--- src/design/assert_macros.svh ---
// Assertion macros used by the decode module of the decoder.
// Needs signals named clk and rst in the module that uses them.
`ifndef ASSERT_MACROS_SVH
`define ASSERT_MACROS_SVH

// Check a property at every clock edge outside reset.
`define U8SD_ASSERT(label, prop, msg) \
  label: assert property (@(posedge clk) disable iff (rst) (prop)) else $error(msg);

// Check a property at every clock edge, reset included.
`define U8SD_ASSERT_ALWAYS(label, prop, msg) \
  label: assert property (@(posedge clk) (prop)) else $error(msg);

`endif

--- src/design/u8sd_pkg.sv ---
// Types and constants of the UTF-8 stream decoder.
// No dependencies.
package u8sd_pkg;

  localparam int BYTE_W = 8;
  localparam int LEFT_W = 10;
  localparam int CP_W   = 21;

  localparam logic [CP_W-1:0]   REPLACEMENT_CHAR = 21'h00FFFD;
  localparam logic [BYTE_W-1:0] CONT_TAG         = 8'h80;
  localparam logic [BYTE_W-1:0] TAG2_MASK        = 8'hC0;
  localparam logic [BYTE_W-1:0] TAG3_MASK        = 8'hE0;
  localparam logic [BYTE_W-1:0] TAG4_MASK        = 8'hF0;
  localparam logic [BYTE_W-1:0] TAG5_MASK        = 8'hF8;

  typedef struct packed {
    logic [BYTE_W-1:0] in_byte;
    logic [LEFT_W-1:0] bytes_left;
  } item_t;

  typedef struct packed {
    logic            emit;
    logic [CP_W-1:0] char_code;
    logic            replaced;
  } result_t;

endpackage

--- src/design/u8sd_if.sv ---
// Handshake channels of the decoder: text bytes in, code points out.
// Depends on u8sd_pkg for field widths.
interface u8sd_byte_if import u8sd_pkg::*; ();
  logic              valid;
  logic              ready;
  logic [BYTE_W-1:0] in_byte;
  logic [LEFT_W-1:0] bytes_left;

  modport source (output valid, output in_byte, output bytes_left, input ready);
  modport sink   (input valid, input in_byte, input bytes_left, output ready);
endinterface

interface u8sd_cp_if import u8sd_pkg::*; ();
  logic            valid;
  logic            ready;
  logic [CP_W-1:0] char_code;
  logic            replaced;

  modport source (output valid, output char_code, output replaced, input ready);
  modport sink   (input valid, input char_code, input replaced, output ready);
endinterface

--- src/design/u8sd_input_reg.sv ---
// Input register of the decoder: holds one text byte item until decoded.
// Depends on u8sd_pkg and u8sd_byte_if.
module u8sd_input_reg import u8sd_pkg::*; (
  input  logic         clk,
  input  logic         rst,
  u8sd_byte_if.sink    text,
  input  logic         advance,
  output logic         held,
  output item_t        item
);

  logic held_next;

  assign text.ready = !held || advance;

  always_comb begin
    held_next = held;
    if (text.valid && text.ready) begin
      held_next = 1'b1;
    end else if (advance) begin
      held_next = 1'b0;
    end
  end

  always_ff @(posedge clk) begin
    if (rst) begin
      held <= 1'b0;
    end else begin
      held <= held_next;
    end
  end

  always_ff @(posedge clk) begin
    if (text.valid && text.ready) begin
      item.in_byte    <= text.in_byte;
      item.bytes_left <= text.bytes_left;
    end
  end

endmodule

--- src/design/u8sd_decode.sv ---
// Decode logic and sequence state: turns the held item into at most one result.
// Depends on u8sd_pkg and assert_macros.svh.
`include "assert_macros.svh"

module u8sd_decode import u8sd_pkg::*; (
  input  logic    clk,
  input  logic    rst,
  input  logic    held,
  input  item_t   item,
  input  logic    advance,
  output result_t res
);

  logic [1:0]      pending;
  logic [1:0]      pending_next;
  logic [CP_W-1:0] partial_value;
  logic [CP_W-1:0] partial_value_next;
  logic            swallowing;
  logic            swallowing_next;

  logic [CP_W-1:0] gathered;
  logic [1:0]      need;
  logic [CP_W-1:0] lead_value;
  logic            lead_ok;
  logic            last_byte;

  assign last_byte = (item.bytes_left == '0);
  assign gathered  = {partial_value[CP_W-7:0], item.in_byte[5:0]};

  always_comb begin
    need       = 2'd0;
    lead_value = '0;
    lead_ok    = 1'b1;
    if ((item.in_byte & TAG3_MASK) == TAG2_MASK) begin
      need       = 2'd1;
      lead_value = {{(CP_W-5){1'b0}}, item.in_byte[4:0]};
    end else if ((item.in_byte & TAG4_MASK) == TAG3_MASK) begin
      need       = 2'd2;
      lead_value = {{(CP_W-4){1'b0}}, item.in_byte[3:0]};
    end else if ((item.in_byte & TAG5_MASK) == TAG4_MASK) begin
      need       = 2'd3;
      lead_value = {{(CP_W-3){1'b0}}, item.in_byte[2:0]};
    end else begin
      lead_ok    = 1'b0;
    end
  end

  always_comb begin
    pending_next       = pending;
    partial_value_next = partial_value;
    swallowing_next    = swallowing;
    res.emit           = 1'b0;
    res.char_code      = REPLACEMENT_CHAR;
    res.replaced       = 1'b1;
    if (swallowing) begin
      if (last_byte) begin
        swallowing_next = 1'b0;
      end
    end else if (pending != 2'd0) begin
      if ((item.in_byte & TAG2_MASK) != CONT_TAG) begin
        pending_next       = 2'd0;
        partial_value_next = '0;
        res.emit           = 1'b1;
      end else if (pending == 2'd1) begin
        pending_next       = 2'd0;
        partial_value_next = '0;
        res.emit           = 1'b1;
        res.char_code      = gathered;
        res.replaced       = 1'b0;
      end else if (last_byte) begin
        pending_next       = 2'd0;
        partial_value_next = '0;
        res.emit           = 1'b1;
      end else begin
        pending_next       = pending - 2'd1;
        partial_value_next = gathered;
      end
    end else if (!item.in_byte[7]) begin
      res.emit      = 1'b1;
      res.char_code = {{(CP_W-BYTE_W){1'b0}}, item.in_byte};
      res.replaced  = 1'b0;
    end else if (!lead_ok) begin
      res.emit = 1'b1;
    end else if ({{(LEFT_W-2){1'b0}}, need} > item.bytes_left) begin
      res.emit        = 1'b1;
      swallowing_next = !last_byte;
    end else begin
      pending_next       = need;
      partial_value_next = lead_value;
    end
  end

  always_ff @(posedge clk) begin
    if (rst) begin
      pending       <= 2'd0;
      partial_value <= '0;
      swallowing    <= 1'b0;
    end else if (advance) begin
      pending       <= pending_next;
      partial_value <= partial_value_next;
      swallowing    <= swallowing_next;
    end
  end

  `U8SD_ASSERT(a_no_open_while_swallowing, !(swallowing && (pending != 2'd0)),
    "sequence open while swallowing")
  `U8SD_ASSERT(a_closed_clears_value, (pending != 2'd0) || (partial_value == '0),
    "stale partial value")
  `U8SD_ASSERT(a_emit_closes_sequence, (advance && held && res.emit) |=> (pending == 2'd0),
    "result left sequence open")
  `U8SD_ASSERT(a_replaced_value,
    (held && res.emit && res.replaced) |-> (res.char_code == REPLACEMENT_CHAR),
    "replacement with wrong code point")
  `U8SD_ASSERT_ALWAYS(a_reset_state, rst |=> ((pending == 2'd0) && !swallowing),
    "state not cleared by reset")

endmodule

--- src/design/u8sd_output_reg.sv ---
// Result register of the decoder: holds one code point item for the sink.
// Depends on u8sd_pkg and u8sd_cp_if.
module u8sd_output_reg import u8sd_pkg::*; (
  input  logic       clk,
  input  logic       rst,
  input  logic       load,
  input  result_t    res,
  output logic       free,
  u8sd_cp_if.source  points
);

  logic full;
  logic full_next;

  assign free         = !full || points.ready;
  assign points.valid = full;

  always_comb begin
    full_next = full;
    if (load) begin
      full_next = 1'b1;
    end else if (points.ready) begin
      full_next = 1'b0;
    end
  end

  always_ff @(posedge clk) begin
    if (rst) begin
      full <= 1'b0;
    end else begin
      full <= full_next;
    end
  end

  always_ff @(posedge clk) begin
    if (load) begin
      points.char_code <= res.char_code;
      points.replaced  <= res.replaced;
    end
  end

endmodule

--- src/design/utf8_stream_decoder_unit.sv ---
// UTF-8 stream decoder: one text byte item in, at most one code point item out.
// A result is valid once the result register loads it from the held input item.
// Throughput: one byte per cycle, set by the single decode pass between the
// input register and the result register; a stalled result holds only bytes that emit.
// Reset (synchronous, rst high) closes any sequence and ends swallowing at once.
// Depends on u8sd_pkg, u8sd_if, u8sd_input_reg, u8sd_decode, u8sd_output_reg.
module utf8_stream_decoder_unit import u8sd_pkg::*; (
  input  logic       clk,
  input  logic       rst,
  u8sd_byte_if.sink  text,
  u8sd_cp_if.source  points
);

  logic    held;
  logic    advance;
  logic    out_free;
  item_t   item;
  result_t res;

  assign advance = held && (!res.emit || out_free);

  u8sd_input_reg u_input (
    .clk     (clk),
    .rst     (rst),
    .text    (text),
    .advance (advance),
    .held    (held),
    .item    (item)
  );

  u8sd_decode u_decode (
    .clk     (clk),
    .rst     (rst),
    .held    (held),
    .item    (item),
    .advance (advance),
    .res     (res)
  );

  u8sd_output_reg u_output (
    .clk    (clk),
    .rst    (rst),
    .load   (advance && res.emit),
    .res    (res),
    .free   (out_free),
    .points (points)
  );

endmodule
--- src/flat_wrapper.sv ---
// flat-port wrapper written by rule: the top's interface ports become plain ports
module utf8_stream_decoder_unit_flat import u8sd_pkg::*;
  (clk, rst, text_valid, text_in_byte, text_bytes_left, text_ready, points_valid, points_char_code, points_replaced, points_ready);
  u8sd_byte_if text_i ();
  u8sd_cp_if points_i ();
  input  logic clk;
  input  logic rst;
  input wire logic [$bits(text_i.valid)-1:0] text_valid;
  input wire logic [$bits(text_i.in_byte)-1:0] text_in_byte;
  input wire logic [$bits(text_i.bytes_left)-1:0] text_bytes_left;
  output wire logic [$bits(text_i.ready)-1:0] text_ready;
  output wire logic [$bits(points_i.valid)-1:0] points_valid;
  output wire logic [$bits(points_i.char_code)-1:0] points_char_code;
  output wire logic [$bits(points_i.replaced)-1:0] points_replaced;
  input wire logic [$bits(points_i.ready)-1:0] points_ready;
  assign text_i.valid = text_valid;
  assign text_i.in_byte = text_in_byte;
  assign text_i.bytes_left = text_bytes_left;
  assign text_ready = text_i.ready;
  assign points_valid = points_i.valid;
  assign points_char_code = points_i.char_code;
  assign points_replaced = points_i.replaced;
  assign points_i.ready = points_ready;
  utf8_stream_decoder_unit u_core (.clk(clk), .rst(rst), .text(text_i), .points(points_i));
endmodule
--- config.mk ---
export PLATFORM = sky130hd
export DESIGN_NAME = utf8_stream_decoder_unit_flat
export DESIGN_NICKNAME = d
export VERILOG_FILES = /design/src/design/u8sd_pkg.sv /design/src/design/u8sd_if.sv /design/src/design/u8sd_input_reg.sv /design/src/design/u8sd_decode.sv /design/src/design/u8sd_output_reg.sv /design/src/design/utf8_stream_decoder_unit.sv /design/src/flat_wrapper.sv
export VERILOG_INCLUDE_DIRS = /design/src /design/src/design
export SDC_FILE = /design/constraint.sdc
export NUM_CORES = 1
export LEC_CHECK = 0
export BUFFER_PORTS_ARGS = -buffer_cell sky130_fd_sc_hd__buf_4
export CAP_MARGIN = 20
export CELL_PAD_IN_SITES_DETAIL_PLACEMENT = 1
export CELL_PAD_IN_SITES_GLOBAL_PLACEMENT = 2
export CORE_MARGIN = 4
export CORE_UTILIZATION = 39
export DETAILED_ROUTE_END_ITERATION = 16
export PLACE_DENSITY_LB_ADDON = 0.25
export SLEW_MARGIN = 25
export SYNTH_ARGS = -nofsm -noshare
export SYNTH_HDL_FRONTEND = slang
export SYNTH_SLANG_ARGS = --single-unit
--- constraint.sdc ---
create_clock -name clk -period 5.4 [get_ports clk]
set_input_delay 0 -clock clk [delete_from_list [all_inputs] [get_ports clk]]
set_output_delay 0 -clock clk [all_outputs]
set_load 0.005 [all_outputs]
==> impl_metrics.json <==
{
  "outcome": "complete, no violations",
  "max_stage_delay_ns": 0.78,
  "crit_path_end_kind": "flip-flop",
  "synth_top_family_by_area": "simple AND/OR/NAND/NOR gates",
  "grt_pass1_vias": 1952,
  "syn_nets": 222,
  "p_per_area_nw_per_um2": 291,
  "hold_slack_ns": 0.0575,
  "maxCapViolations": 0,
  "routed_wl_mm": 5.82,
  "io_pins": 46,
  "netlist_area_um2": 2510,
  "start_util_pct": 41.2,
  "clockRootBuffer": "clkbuf_8",
  "min_period_ns": 3.07,
  "coreArea_um2": 6100,
  "synth_edf_count": 40,
  "clockBufferDepth": 2,
  "portBuffers": 45,
  "critPathKind": "flip-flop to flip-flop",
  "grt.overflow.total": 0,
  "cts.sinks": 60,
  "antenna_found_initial": 0,
  "vias_per_cell": 5.26,
  "clk_pin_slew_worst_paths_ns": 0.07,
  "fin_nets": 294,
  "synthCells": 196,
  "drt_iter0_drc": 74,
  "layout-drive-gt1-share_pct": 28.7,
  "grt_max_degree": 23,
  "slowest_stage": "o31ai_2",
  "final_max_slew_viol_count": 0,
  "gp_congestion": 0.780,
  "rows": 28,
  "synth.avg_cell_area_um2": 12.8,
  "area_growth_pct": 31.3,
  "finClkSkew_ns": 0.0119,
  "crit_chain": "or4_4, o31ai_2, o211ai_1, nor2_4",
  "critPathBufInv": 0,
  "first_pass_iters": 4,
  "fin_crit_sh_pct": 56.8,
  "critPathArrivalTime_ns": 3.04,
  "slew_headroom_pct": 39.6,
  "synth_warnings": 0,
  "worst_slew_pin_slew_ns": 0.901,
  "vias": 1826,
  "synth-async-reset-ratio_pct": 0,
  "cts_max_level": 3,
  "critPathLaunchType": "flip-flop",
  "p_leak_uw": 0.00129,
  "track_usage_pct": 16.5,
  "fmaxAchievable_ghz": 0.326,
  "numCtsBuffers": 9,
  "ir_worst_vdd_v": 0.000158,
  "ys_types": 44,
  "required_ns": 5.37,
  "muxShareOfSynthArea_pct": 2.84,
  "dieHeight_um": 88.2,
  "synth-seq-area-share_pct": 63.8,
  "hpwl_mm": 3.87,
  "die_w_um": 88.2,
  "ys_ff_latch": 60,
  "grt_pass1_wl_mm": 9.32,
  "crit_fanout": 22,
  "rsz0062_at_grt": "false",
  "clock_latency_ns": 0.34,
  "setup_viol": 0,
  "synth_compound_area_share_pct": 14.4,
  "die_area_um2": 7780,
  "synthSimpleGateAreaFrac_pct": 14.6,
  "cts_tree": "done",
  "post_cts_buffers": 0,
  "synth-xor-area-share_pct": 0,
  "drcViolationCount": 0,
  "diodes": 0,
  "tns_ns": 0,
  "crit_family": "simple AND/OR/NAND/NOR gates",
  "wire_per_inst_um": 16.8,
  "hold_viol": 0,
  "min_path_type": "input pin to flip-flop",
  "synthFlopType": "edfxtp_1",
  "ant_nets": 0,
  "synthAdderAreaFrac_pct": 1.99
}
cell families after synthesis:
logic type	Yosys count
buffers and inverters	16
and+or+nand+nor	65
adders and majority gates	4
DFF	60
muxes	7
AOI/OAI and AO/OA	44
worst paths after layout:
| kind | startpoint | endpoint | depth (start not counted) | slack (ns) |
|---|---|---|---|---|
| max | u_core.u_input.item[7]$_DFFE_PP_ | u_core.u_output.points.char_code[6]$_SDFFCE_PP1P_ | 4 | 2.33 |
| max reg2reg | u_core.u_input.item[7]$_DFFE_PP_ | u_core.u_output.points.char_code[6]$_SDFFCE_PP1P_ | 4 | 2.33 |
| min | points_ready | u_core.u_output.points.valid$_SDFFE_PP0P_ | 3 | 0.06 |
| min reg2reg | u_core.u_decode.partial_value[14]$_SDFFE_PP0P_ | u_core.u_decode.partial_value[14]$_SDFFE_PP0P_ | 2 | 0.46 |
placed cells by master (no fill, tap or decap), types with 2 or more instances in the layout:
cell,Yosys,layout
buf_4,0,46
edfxtp_1,40,40
dlygate4sd3_1,0,20
dfxtp_1,20,20
nand2_1,18,18
nand2b_1,10,10
inv_1,9,9
a21o_1,9,9
clkbuf_8,0,9
and2_1,7,7
mux2i_1,6,6
nor4_1,6,6
nor2_1,6,5
a31o_2,5,5
nand3_1,4,4
o21ai_0,4,4
a31oi_1,4,4
ha_1,4,4
o211ai_1,3,3
nor2b_1,3,3
a21oi_1,3,3
clkinv_2,0,3
or4_4,2,2
o21a_1,2,2
a211oi_1,2,2
a41o_1,2,2
nand4_1,2,2
clkinvlp_4,0,2
worst min-delay path, stage by stage:
cell,delay (ns)
buf_4,0.08
nand2b_1,0.17
a21oi_1,0.10
flip-flops by register name, indices dropped and copies added, names as in the netlist:
signal                            count
u_core.u_output.points.char_code     21
u_core.u_input.item                  18
u_core.u_decode.partial_value        15
u_core.u_decode.pending               2
u_core.u_decode.swallowing            1
u_core.u_input.held                   1
u_core.u_output.points.replaced       1
u_core.u_output.points.valid          1
timing repair:
item	4_1_cts	5_1_grt
hold buffers	20	0
gates resized for setup	0	0
endpoints found under the setup margin	0	0
hold endpoints to repair	22	0
cell type report:
cell class              instances  area, µm²
inverters                      11       41.3
fillers                       646       2800
multi-input cells             120        856
flip-flops and latches         60       1600
clock inverters                 5       30.0
well taps                      75       93.8
clock buffers                  10        128
repair buffers                 66        546
layer usage:
layer / part of all wire (%) / up-vias / global-route usage, %
met1: 41 / 885 / 17.3
met5: 0 / - / 0
met2: 53 / 43 / 29.5
met4: 2.7 / 0 / 8.79
met3: 4.1 / 17 / 5.12
li1: - / 881 / -
metrics by stage:
stage	power (µW)	instances	worst slack (ns)	cell area (µm²)	utilization, %
3_5_place_dp	620	312	2.30	2940	48.2
3_3_place_gp	618	312	2.07	2930	48.1
2_1_floorplan	577	196	2.31	2510	-
6_report	958	347	2.33	3300	54.1
4_1_cts	969	347	2.28	3300	54.1
5_1_grt	1000	347	2.12	3300	54.1
cell usage after synthesis (all sizes together), types with 3 or more instances:
library cell	n	area [µm²]
a21o	9	67.6
a21oi	3	15.0
o21ai	5	25.0
and2	7	43.8
nor2b	3	18.8
nand2b	10	62.6
nand2	18	67.6
or4	3	30.0
a31oi	4	25.0
edfxtp	40	1200
o211ai	3	22.5
nor4	6	37.5
a31o	5	43.8
nor2	6	22.5
nand3	5	30.0
ha	4	50.1
clkbuf	5	18.8
mux2i	6	60.1
inv	10	37.5
dfxtp	20	400
power breakdown:
part           internal, µW  leakage (µW)  switching (µW)
Clock                   161     0.0000779             176
Sequential              512      0.000539            8.54
Combinational          46.8      0.000670            53.6
Total                   720       0.00129             238
No activity file was read; power rests on OpenSTA's default activity.
